$ cat src/sv/pulse_beat_detector_top_defines.svh
// Assertion macros used by the pulse beat detector RTL.
`ifndef PULSE_BEAT_DETECTOR_TOP_DEFINES_SVH
`define PULSE_BEAT_DETECTOR_TOP_DEFINES_SVH

// same-cycle implication
`define PBD_ASSERT_NOW(label, clk, rst_n, cond, expr) \
	label: assert property (@(posedge clk) disable iff (!rst_n) (cond) |-> (expr)) \
		else $error("pulse beat detector assertion failed");

// next-cycle implication
`define PBD_ASSERT_NEXT(label, clk, rst_n, cond, expr) \
	label: assert property (@(posedge clk) disable iff (!rst_n) (cond) |=> (expr)) \
		else $error("pulse beat detector assertion failed");

`endif

$ cat src/sv/pbd_pkg.sv
// Package of the pulse beat detector: widths, codes, tap weights and microcode.
package pbd_pkg;

	localparam int SAMPLE_BITS = 16;
	localparam int DC_SHIFT    = 4;
	localparam int DELAY_DEPTH = 32;
	localparam int FRAC        = 15;
	localparam int FIR_HALF    = 11;

	localparam int DC_W    = SAMPLE_BITS + FRAC;
	localparam int DLY_W   = SAMPLE_BITS + 1;
	localparam int SUM_W   = SAMPLE_BITS + 2;
	localparam int WGT_W   = 13;
	localparam int PROD_W  = SUM_W + WGT_W + 1;
	localparam int ACC_W   = 34;
	localparam int OUT_W   = 18;
	localparam int LIM_W   = 18;
	localparam int IDX_W   = $clog2(DELAY_DEPTH);
	localparam int PAIR_W  = $clog2(FIR_HALF + 1);
	localparam int CFG_IDX_W = 4;

	localparam int FIRST_RD  = 2;
	localparam int LAST_RD   = FIRST_RD + FIR_HALF;
	localparam int LAST_STEP = LAST_RD + 3;
	localparam int STEP_W    = $clog2(LAST_STEP + 1);

	localparam logic [LIM_W-1:0] LOWER_RESET = LIM_W'(1000);
	localparam logic [LIM_W-1:0] UPPER_RESET = LIM_W'(3000);

	localparam logic [CFG_IDX_W-1:0] REG_SWING_LOWER = CFG_IDX_W'(0);
	localparam logic [CFG_IDX_W-1:0] REG_SWING_UPPER = CFG_IDX_W'(1);

	typedef enum logic [1:0] {
		OP_ACCEPT,
		OP_DC,
		OP_NOP,
		OP_OUT
	} op_t;

	typedef enum logic [1:0] {
		WT_NONE,
		WT_IN,
		WT_OUT
	} wait_t;

	typedef struct packed {
		op_t               op;
		wait_t             wt;
		logic              last;
		logic              rd;
		logic [PAIR_W-1:0] pair;
	} cw_t;

	function automatic logic [WGT_W-1:0] tap_weight(input logic [PAIR_W-1:0] idx);
		logic [WGT_W-1:0] w;
		case (idx)
			PAIR_W'(0):  w = WGT_W'(172);
			PAIR_W'(1):  w = WGT_W'(321);
			PAIR_W'(2):  w = WGT_W'(579);
			PAIR_W'(3):  w = WGT_W'(927);
			PAIR_W'(4):  w = WGT_W'(1360);
			PAIR_W'(5):  w = WGT_W'(1858);
			PAIR_W'(6):  w = WGT_W'(2390);
			PAIR_W'(7):  w = WGT_W'(2916);
			PAIR_W'(8):  w = WGT_W'(3391);
			PAIR_W'(9):  w = WGT_W'(3768);
			PAIR_W'(10): w = WGT_W'(4012);
			PAIR_W'(11): w = WGT_W'(4096);
			default:     w = '0;
		endcase
		return w;
	endfunction

	function automatic cw_t ucode(input logic [STEP_W-1:0] step);
		cw_t cw;
		cw = '{op: OP_NOP, wt: WT_NONE, last: 1'b0, rd: 1'b0, pair: '0};
		case (step) inside
			STEP_W'(0): begin
				cw.op = OP_ACCEPT;
				cw.wt = WT_IN;
			end
			STEP_W'(1): begin
				cw.op = OP_DC;
			end
			[STEP_W'(FIRST_RD):STEP_W'(LAST_RD)]: begin
				cw.rd   = 1'b1;
				cw.pair = PAIR_W'(step - STEP_W'(FIRST_RD));
			end
			STEP_W'(LAST_STEP): begin
				cw.op   = OP_OUT;
				cw.wt   = WT_OUT;
				cw.last = 1'b1;
			end
			default: begin
				cw.op = OP_NOP;
			end
		endcase
		return cw;
	endfunction

endpackage

$ cat src/sv/pulse_beat_detector_top.sv
// Pulse beat detector: one optical sample in, one filtered value and beat flag out.
//
// Input channel in_valid/in_ready carries one unsigned sample per item.
// Output channel out_valid/out_ready carries beat and filtered_value.
// Configuration channel cfg_valid/cfg_ready/cfg_index/cfg_data writes the
// swing limits (index 0 lower, index 1 upper); it is always ready, and
// writes to other indexes are dropped. Write it only while idle.
// A microcode table steps through 17 control words per item: accept,
// DC update and delay line write, twelve tap-pair reads of the two-port
// delay line memory, two steps to drain the single shared multiplier and
// accumulator, then the zero-crossing step that loads the result.
// A new item is accepted only after the final step of the one before,
// as the one multiplier is shared over the twelve pairs.
// The input is accepted while an earlier result still waits in the output
// register; if the receiver stalls, the final step holds until that
// result is taken. Reset clears the filter state, the delay line valid
// bits and the limits to 1000 and 3000; no clearing pass is needed.
module pulse_beat_detector_top (
	input  logic                                clk,
	input  logic                                arst_n,
	input  logic                                in_valid,
	output logic                                in_ready,
	input  logic [pbd_pkg::SAMPLE_BITS-1:0]     sample,
	output logic                                out_valid,
	input  logic                                out_ready,
	output logic                                beat,
	output logic signed [pbd_pkg::OUT_W-1:0]    filtered_value,
	input  logic                                cfg_valid,
	output logic                                cfg_ready,
	input  logic [pbd_pkg::CFG_IDX_W-1:0]       cfg_index,
	input  logic [pbd_pkg::LIM_W-1:0]           cfg_data
);
	import pbd_pkg::*;

	`include "pulse_beat_detector_top_defines.svh"

	logic [STEP_W-1:0]          step_q;
	cw_t                        cw;
	logic                       out_busy;
	logic                       stay;
	logic                       do_out;
	logic                       in_acc;

	logic [LIM_W-1:0]           lower_q;
	logic [LIM_W-1:0]           upper_q;

	logic [SAMPLE_BITS-1:0]     sample_q;
	logic [DC_W-1:0]            dc_q;
	logic signed [DC_W+1:0]     dc_diff;
	logic signed [DC_W+1:0]     dc_next;
	logic signed [DLY_W-1:0]    dly_val;
	logic [IDX_W-1:0]           widx_q;

	logic signed [DLY_W-1:0]    mem [DELAY_DEPTH];
	logic [DELAY_DEPTH-1:0]     vld_q;
	logic [IDX_W-1:0]           addr_a;
	logic [IDX_W-1:0]           addr_b;

	logic signed [DLY_W-1:0]    a_s1;
	logic signed [DLY_W-1:0]    b_s1;
	logic                       va_s1;
	logic                       vb_s1;
	logic                       rd_s1;
	logic [PAIR_W-1:0]          pair_s1;
	logic signed [DLY_W-1:0]    ta;
	logic signed [DLY_W-1:0]    tb;
	logic signed [SUM_W-1:0]    pair_sum;

	logic signed [PROD_W-1:0]   prod_s2;
	logic                       prod_v_s2;
	logic signed [ACC_W-1:0]    acc_q;

	logic signed [OUT_W-1:0]    cur;
	logic signed [OUT_W-1:0]    prev_q;
	logic signed [OUT_W-1:0]    peak_q;
	logic signed [OUT_W-1:0]    trough_q;
	logic                       pos_q;
	logic                       neg_q;
	logic signed [OUT_W-1:0]    peak_n;
	logic signed [OUT_W-1:0]    trough_n;
	logic                       pos_n;
	logic                       neg_n;
	logic                       rise;
	logic                       fall;
	logic signed [OUT_W:0]      swing;
	logic                       beat_n;

	// sequencer
	always_comb begin
		cw       = ucode(step_q);
		out_busy = out_valid && !out_ready;
		in_ready = (cw.op == OP_ACCEPT);
		in_acc   = in_valid && in_ready;
		stay     = ((cw.wt == WT_IN) && !in_valid) || ((cw.wt == WT_OUT) && out_busy);
		do_out   = (cw.op == OP_OUT) && !out_busy;
	end

	always_ff @(posedge clk or negedge arst_n) begin
		if (!arst_n) begin
			step_q <= '0;
		end else if (!stay) begin
			step_q <= cw.last ? '0 : step_q + STEP_W'(1);
		end
	end

	// configuration
	assign cfg_ready = 1'b1;

	always_ff @(posedge clk or negedge arst_n) begin
		if (!arst_n) begin
			lower_q <= LOWER_RESET;
			upper_q <= UPPER_RESET;
		end else if (cfg_valid && cfg_ready) begin
			case (cfg_index)
				REG_SWING_LOWER: lower_q <= cfg_data;
				REG_SWING_UPPER: upper_q <= cfg_data;
				default: ;
			endcase
		end
	end

	// DC removal
	always_comb begin
		dc_diff = $signed({2'b00, sample_q, {FRAC{1'b0}}}) - $signed({2'b00, dc_q});
		dc_next = $signed({2'b00, dc_q}) + (dc_diff >>> DC_SHIFT);
		dly_val = $signed({1'b0, sample_q}) - $signed({1'b0, dc_next[DC_W-1:FRAC]});
	end

	always_ff @(posedge clk) begin
		if (in_acc) begin
			sample_q <= sample;
		end
	end

	always_ff @(posedge clk or negedge arst_n) begin
		if (!arst_n) begin
			dc_q   <= '0;
			widx_q <= '0;
			vld_q  <= '0;
		end else begin
			if (cw.op == OP_DC) begin
				dc_q          <= dc_next[DC_W-1:0];
				vld_q[widx_q] <= 1'b1;
			end
			if (do_out) begin
				widx_q <= widx_q + IDX_W'(1);
			end
		end
	end

	// delay line memory, two read ports
	always_comb begin
		addr_a = widx_q - IDX_W'(cw.pair);
		addr_b = widx_q - IDX_W'(2 * FIR_HALF) + IDX_W'(cw.pair);
	end

	always_ff @(posedge clk) begin
		if (cw.op == OP_DC) begin
			mem[widx_q] <= dly_val;
		end
		if (cw.rd) begin
			a_s1    <= mem[addr_a];
			b_s1    <= mem[addr_b];
			pair_s1 <= cw.pair;
		end
	end

	always_ff @(posedge clk or negedge arst_n) begin
		if (!arst_n) begin
			rd_s1 <= 1'b0;
			va_s1 <= 1'b0;
			vb_s1 <= 1'b0;
		end else begin
			rd_s1 <= cw.rd;
			if (cw.rd) begin
				va_s1 <= vld_q[addr_a];
				vb_s1 <= vld_q[addr_b];
			end
		end
	end

	// shared multiply-accumulate
	always_comb begin
		ta = va_s1 ? a_s1 : '0;
		tb = (vb_s1 && (pair_s1 != PAIR_W'(FIR_HALF))) ? b_s1 : '0;
		pair_sum = SUM_W'(ta) + SUM_W'(tb);
	end

	always_ff @(posedge clk) begin
		if (rd_s1) begin
			prod_s2 <= PROD_W'(pair_sum) * $signed({1'b0, tap_weight(pair_s1)});
		end
	end

	always_ff @(posedge clk or negedge arst_n) begin
		if (!arst_n) begin
			prod_v_s2 <= 1'b0;
			acc_q     <= '0;
		end else begin
			prod_v_s2 <= rd_s1;
			if (cw.op == OP_DC) begin
				acc_q <= '0;
			end else if (prod_v_s2) begin
				acc_q <= acc_q + {{(ACC_W-PROD_W){prod_s2[PROD_W-1]}}, prod_s2};
			end
		end
	end

	// zero crossing and swing check
	always_comb begin
		cur   = acc_q[FRAC+OUT_W-1:FRAC];
		rise  = (prev_q < 0) && (cur >= 0);
		fall  = (prev_q > 0) && (cur <= 0);
		swing = $signed({peak_q[OUT_W-1], peak_q}) - $signed({trough_q[OUT_W-1], trough_q});
		beat_n = rise && (swing > $signed({1'b0, lower_q}))
			&& (swing < $signed({1'b0, upper_q}));
		pos_n    = rise ? 1'b1 : (fall ? 1'b0 : pos_q);
		neg_n    = rise ? 1'b0 : (fall ? 1'b1 : neg_q);
		peak_n   = rise ? '0 : peak_q;
		trough_n = fall ? '0 : trough_q;
		if (pos_n && (cur > prev_q)) begin
			peak_n = cur;
		end
		if (neg_n && (cur < prev_q)) begin
			trough_n = cur;
		end
	end

	always_ff @(posedge clk or negedge arst_n) begin
		if (!arst_n) begin
			prev_q   <= '0;
			peak_q   <= '0;
			trough_q <= '0;
			pos_q    <= 1'b0;
			neg_q    <= 1'b0;
		end else if (do_out) begin
			prev_q   <= cur;
			peak_q   <= peak_n;
			trough_q <= trough_n;
			pos_q    <= pos_n;
			neg_q    <= neg_n;
		end
	end

	// output register
	always_ff @(posedge clk or negedge arst_n) begin
		if (!arst_n) begin
			out_valid <= 1'b0;
		end else if (do_out) begin
			out_valid <= 1'b1;
		end else if (out_ready) begin
			out_valid <= 1'b0;
		end
	end

	always_ff @(posedge clk) begin
		if (do_out) begin
			beat           <= beat_n;
			filtered_value <= cur;
		end
	end

	`PBD_ASSERT_NEXT(a_accept_to_dc, clk, arst_n, in_acc, (step_q == STEP_W'(1)))
	`PBD_ASSERT_NOW(a_dc_pipe_empty, clk, arst_n, (cw.op == OP_DC), (!rd_s1 && !prod_v_s2))
	`PBD_ASSERT_NOW(a_out_pipe_empty, clk, arst_n, (cw.op == OP_OUT), (!rd_s1 && !prod_v_s2))
	`PBD_ASSERT_NOW(a_step_bound, clk, arst_n, 1'b1, (step_q <= STEP_W'(LAST_STEP)))

endmodule

$ cat config.mk
export PLATFORM = sky130hd
export DESIGN_NAME = pulse_beat_detector_top
export DESIGN_NICKNAME = d
export VERILOG_FILES = /design/src/sv/pbd_pkg.sv /design/src/sv/pulse_beat_detector_top.sv
export VERILOG_INCLUDE_DIRS = /design/src /design/src/sv
export SDC_FILE = /design/constraint.sdc
export NUM_CORES = 2
export LEC_CHECK = 0
export ABC_AREA = 0
export BUFFER_PORTS_ARGS = -buffer_cell sky130_fd_sc_hd__buf_4
export CAP_MARGIN = 15
export CORE_UTILIZATION = 45
export CTS_CLUSTER_SIZE = 16
export DETAILED_ROUTE_END_ITERATION = 16
export GPL_ROUTABILITY_DRIVEN = 0
export GPL_TIMING_DRIVEN = 0
export MAX_ROUTING_LAYER = met4
export PLACE_DENSITY = 0.72
export SYNTH_ARGS = -nofsm -noshare
export SYNTH_HDL_FRONTEND = slang
export SYNTH_SLANG_ARGS = --single-unit
export TNS_END_PERCENT = 50
$ cat constraint.sdc
create_clock -name clk -period 19.8 [get_ports clk]
set_input_delay 3.96 -clock clk [delete_from_list [all_inputs] [get_ports clk]]
set_output_delay 3.96 -clock clk [all_outputs]
set_load 0.01 [all_outputs]
Word-level counts from Yosys, hierarchy flattened
Memory sizes are Yosys's and may differ from the RTL's. A register that Yosys moved wholly into a read port is not among the register bits.
Cells that the tools add are included.
{"block": "word_totals", "word_cells": 129, "ramBits": 544, "reg_bits": 275, "rom_bits": 208, "out_inout_bits": 22, "mem_count": 2, "latch_bits": 0}
{"name": "mem", "depth": 32, "word_bits": 17, "read_ports": 2, "rd_clocked_by_memory_dff": 2, "wr": 1, "line": "pulse_beat_detector_top.sv:54", "source": "logic signed [DLY_W-1:0] mem [DELAY_DEPTH];"}
{"name": "(no name shown)", "depth": 16, "word_bits": 13, "read_ports": 1, "rd_clocked_by_memory_dff": 1, "wr": 0, "line": "pbd_pkg.sv:56", "source": "case (idx)"}
{"block": "op_classes", "n_eq_ne": 8, "bitwise": 1, "n_lt_le_gt_ge": 14, "mux": 40, "add_sub_neg": 12, "n_reduce_logical": 29, "n_shift": 0, "n_div": 0, "multipliers": 1}
{"op": "$mux W18", "count": 4}
{"op": "$mux W34", "count": 2}
{"op": "$add A34 B34 Y34", "count": 1}
{"op": "$mux W17", "count": 2}
{"op": "$mul A18 B14 Y32", "count": 1}
{"op": "$or A32 B32 Y32", "count": 1}
{"op": "$sub A31 B31 Y32", "count": 1}
{"op": "$add A31 B28 Y31", "count": 1}
{"op": "$mux W5", "count": 4}
{"op": "$gt A19 B19 Y1", "count": 1}
{"op": "$lt A19 B19 Y1", "count": 1}
{"op": "$sub A18 B18 Y19", "count": 1}
{"op": "$add A17 B17 Y18", "count": 1}
{"op": "$ge A18 B1 Y1 const B", "count": 1}
{"op": "$gt A18 B1 Y1 const B", "count": 1}
{"op": "$gt A18 B18 Y1", "count": 1}
{"op": "$le A18 B1 Y1 const B", "count": 1}
{"op": "$lt A18 B1 Y1 const B", "count": 1}
{"op": "$lt A18 B18 Y1", "count": 1}
{"op": "$lt A5 B6 Y1 const B", "count": 3}
{"op": "$mux W1", "count": 17}
{"op": "$sub A16 B16 Y17", "count": 1}
{"op": "$logic_and A1 B1 Y1", "count": 14}
{"op": "$mux W13", "count": 1}
{"op": "other kinds (25)", "count": 42}

Depth between registers and ports, before layout
{"block": "logic_depth", "depth_word": 8, "ltp_mapped": 38, "depth_no_buf": 36}

Worst setup path after synthesis
OpenSTA, ideal clock, no wires.
{"block": "synth_path", "path_kind": "register -> register", "from": "register pair_s1[3]", "to": "register prod_s2[30] (data pin)", "path_stages_with_launch": 39, "required_ns": 19.542, "arrival_ns": 8.284, "path_buffers": 2, "setup_time_ns": 0.258, "path_slack_ns": 11.258, "synth_period_minus_slack_ns": 8.542, "cell_sequence": "edfxtp_1 > nand4b_1 > clkbuf_1 > and3_1 > ha_1 > inv_1 > fa_1 > nor2b_1 > o21ai_1 > a21boi_0 > o21ai_1 > a21boi_1 > o21ai_1 > a31oi_1 > nor2_1 > xnor2_1 > clkbuf_1 > and2_1 > (+3 left out) > inv_1 > fa_1 > fa_1 > fa_1 > inv_1 > fa_1 > inv_1 > ha_1 > a2111oi_0 > o21ai_0 > o2111ai_1 > o311a_1 > a211o_1 > o21a_1 > o21ai_1 > a31o_2 > a21oi_1 > xnor2_1"}
{"block": "synth_via", "elab_chain_len": 5}
{"element": "from (decl)", "line": "pulse_beat_detector_top.sv:64", "source": "logic [PAIR_W-1:0] pair_s1;"}
{"element": "from (signal assigned)", "line": "pulse_beat_detector_top.sv:164", "source": "pair_s1 <= cw.pair;"}
{"element": "$ne A4 B4 Y1", "line": "pulse_beat_detector_top.sv:185", "source": "tb = (vb_s1 && (pair_s1 != PAIR_W'(FIR_HALF))) ? b_s1 : '0;"}
{"element": "$logic_and A1 B1 Y1", "line": "pulse_beat_detector_top.sv:185"}
{"element": "$mux W17", "line": "pulse_beat_detector_top.sv:185"}
{"element": "$add A17 B17 Y18", "line": "pulse_beat_detector_top.sv:186", "source": "pair_sum = SUM_W'(ta) + SUM_W'(tb);"}
{"element": "$mul A18 B14 Y32", "line": "pulse_beat_detector_top.sv:191", "source": "prod_s2 <= PROD_W'(pair_sum) * $signed({1'b0, tap_weight(pair_s1)});"}
{"element": "to (signal assigned)", "line": "pulse_beat_detector_top.sv:191"}
{"element": "to (decl)", "line": "pulse_beat_detector_top.sv:69", "source": "logic signed [PROD_W-1:0] prod_s2;"}
Every way passes these cells.
A chain may end at the register's enable or synchronous reset.

Final worst setup path
Ends and elaborated chain as after synthesis.

==> impl_metrics.yaml <==
run_status:
  outcome: "finished, final reports clean"
timing:
  setup_viol: 0
  period_needed_ns: 10.21
  final.setup.tns_ns: 0
  skew_ns: 0.0486
  tightest_slew_ns: 1.33
  drv_slew: 0
  rsz0062_at_grt: "no"
  slew_headroom_pct: 11.1
  timing.fmax_mhz: 97.9
  fin_ws_ns: 9.59
  fin_crit_sh_pct: 51.6
  hold_violations: 0
clocking:
  postCtsSetupBuffers: 0
  cts_max_path_buffers: 3
  clk_pin_slew_worst_paths_ns: 0.06
  cts_hold_buf: 0
  cts_resized: 0
  cts_tree: "yes"
  cts-root-buf: "clkbuf_16"
  clock_latency_ns: 0.69
  cts_sinks: 865
  cts_htree_levels: 3
  numCtsBuffers: 90
routing:
  drtPass1Iterations: 5
  ant_nets: 0
  drt-total-wl_um: 140000
  num_vias: 34501
  wl_per_cell_um: 24.3
  drcViolationCount: 0
  viasPerCell: 5.98
  dr.first_iter.drc_count: 3999
global_route:
  grt.total_usage_pct: 24.2
  antenna_found_initial: 7
  grt_max_degree: 103
  grt_pass1_vias: 35100
  grt_pass1_wl_um: 213000
  gr-total-overflow: 0
critical_path:
  cp-start-kind: "register"
  cp.required_ns: 20.17
  path_class: "reg2reg"
  max_stage_delay_ns: 0.58
  r2r_slack_ns: 9.59
  arrival_ns: 10.59
  slowest_stage: "clkbuf_1"
  crit_path_end_kind: "register"
  cp-startpoint: "pair_s1[3]"
  r2r-start: "pair_s1[3]"
  r2r_end: "prod_s2[30]"
  rr_worst_depth: 38
  path_max_fanout: 10
  cpMostUsedCell: "fa_1"
worst_hold_path:
  min_from: "vld_q[10]"
  holdPathStages: 1
  worstHoldEndpoint: "vld_q[10]"
  hp-class: "reg2reg"
logic_synthesis:
  syn_area_mm2: 0.0533
  synth_edf_count: 649
  synth_top_area_share_pct: 36.5
  ys_seq_area_share_pct: 46.6
  synth_cell_types: 87
  yosys_register_bits: 865
  synth_area_leaders: "edfxtp_1, mux4_2, dfrtp_1, fa_1, ha_1"
  synth_async_sr_flop_share_pct: 23.5
  synth_nets: 4501
  yosys_warnings: 0
  ys.flop_type: "edfxtp_1"
  netlist_instances: 3942
  yosys.area.top_type: "edfxtp_1"
  avgSynthCellArea_um2: 13.5
layout:
  final_nets: 4727
  design_area_mm2: 0.0602
  fill_cells: 9467
  seq_area_mm2: 0.0248
  post-route-util_pct: 51.6
  drive_above_1_share_pct: 19.5
  syn2layout_area_growth_pct: 13.0
  multi_input_area_mm2: 0.0264
floorplanning:
  die_area_mm2: 0.120
  fp.dieH_um: 346
  dieWidth_um: 346
  start_util_pct: 45.7
  rows: 125
  pin_count: 65
  core_area_mm2: 0.117
job:
  max-cap-violations: 0
placed_design:
  detailed_place_hpwl_um: 103000
  detailedPlace.worstSlack_ns: 9.71
  placed_area_mm2: 0.0569
  io_buffers: 63
routing by layer:
| layer | global-route usage (%) | up-vias | routed length [um] |
|---|---|---|---|
| met3 | 5.24 | 419 | 14300 |
| li1 | - | 14895 | - |
| met5 | - | - | 0 |
| met1 | 30.4 | 17315 | 53300 |
| met2 | 37.7 | 1872 | 65500 |
| met4 | 10.8 | 0 | 6910 |
metrics by stage:
| stage | hold slack, ns | cells |
|---|---|---|
| floorplan | 0.451 | 3942 |
| global placement | 0.468 | 5529 |
| detailed placement | 0.476 | 5586 |
| CTS | 0.490 | 5754 |
| global route | 0.519 | 5771 |
| finish | 0.500 | 5771 |
sequential cells by signal, summed over array words and instances, names as in the netlist, 31 cells and up, named ones only:
signal,count
mem,544
acc_q,33
prod_s2,32
vld_q,32
dc_q,31
how the worst max path moves through the flow:
stage,slack (ns),end
final,9.59,prod_s2[30]
after global routing,8.98,prod_s2[30]
after CTS,9.67,prod_s2[30]
after detailed placement,9.71,prod_s2[30]
after global placement,9.79,prod_s2[30]
after floorplan,11.26,prod_s2[30]
layout make-up:
type                            instances  area share (%)
Antenna cell                            3          0.0125
Buffer                                164            1.11
Clock buffer                          119            4.17
Clock inverter                         49            1.01
Inverter                              437            2.72
Multi-Input combinational cell       2476            43.8
Sequential cell                       865            41.2
Tap cell                             1524            3.17
Timing Repair Buffer                  134            2.77
cell usage in the layout (no fill, tap or decap), drive strengths merged, types with 64 or more instances in the layout:
cell    synthesis  routed
inv           436     441
edfxtp        649     649
fa            231     231
clkbuf        122     241
nor2          161     161
dfrtp         190     190
and2          121     121
buf            41     175
ha            285     285
xnor2         117     117
nand2         279     279
a21oi         127     127
mux4          360     360
a21o           64      64
o21ai         154     154
critical path: cells and delay by family, from the launching register on:
kind,cells,cell delay (ns)
AOI/OAI and AO/OA,15,3.05
xor gates and xnor gates,2,0.48
adders and majority gates,9,3.74
buffers and inverters,7,1.26
DFF,1,0.41
and+or+nand+nor,5,0.97
synthesized netlist by cell type (all sizes together) (16+ instances only):
cell    count
a21oi     127
clkbuf    122
mux4      360
buf        41
o21ai     154
edfxtp    649
a32o       18
a211oi     16
dfrtp     190
ha        285
nor2      161
nand4      17
o21bai     16
a22o       18
o21a       33
nor3       25
nor2b      37
mux2       53
or2        37
fa        231
and2      121
mux2i      26
inv       436
nand2     279
nand2b     28
xor2       49
nand3      33
a21o       64
xnor2     117
and3       23
cells by family (layout without fill, tap and decap cells):
logic type	count (synthesis)	in the layout	share of synthesized area [%]
flops	865	865	46.6
simple gates	803	803	7.34
buf+inv	601	903	4.33
compound gates	551	551	6.82
fa+ha+maj	516	516	15.4
mux	439	439	16.8
xor+xnor	166	166	2.75
other cells	1	4	0.00703
Power is not shown: default switching activity piles up to over one toggle a cycle in this logic, so the estimate is an artifact.
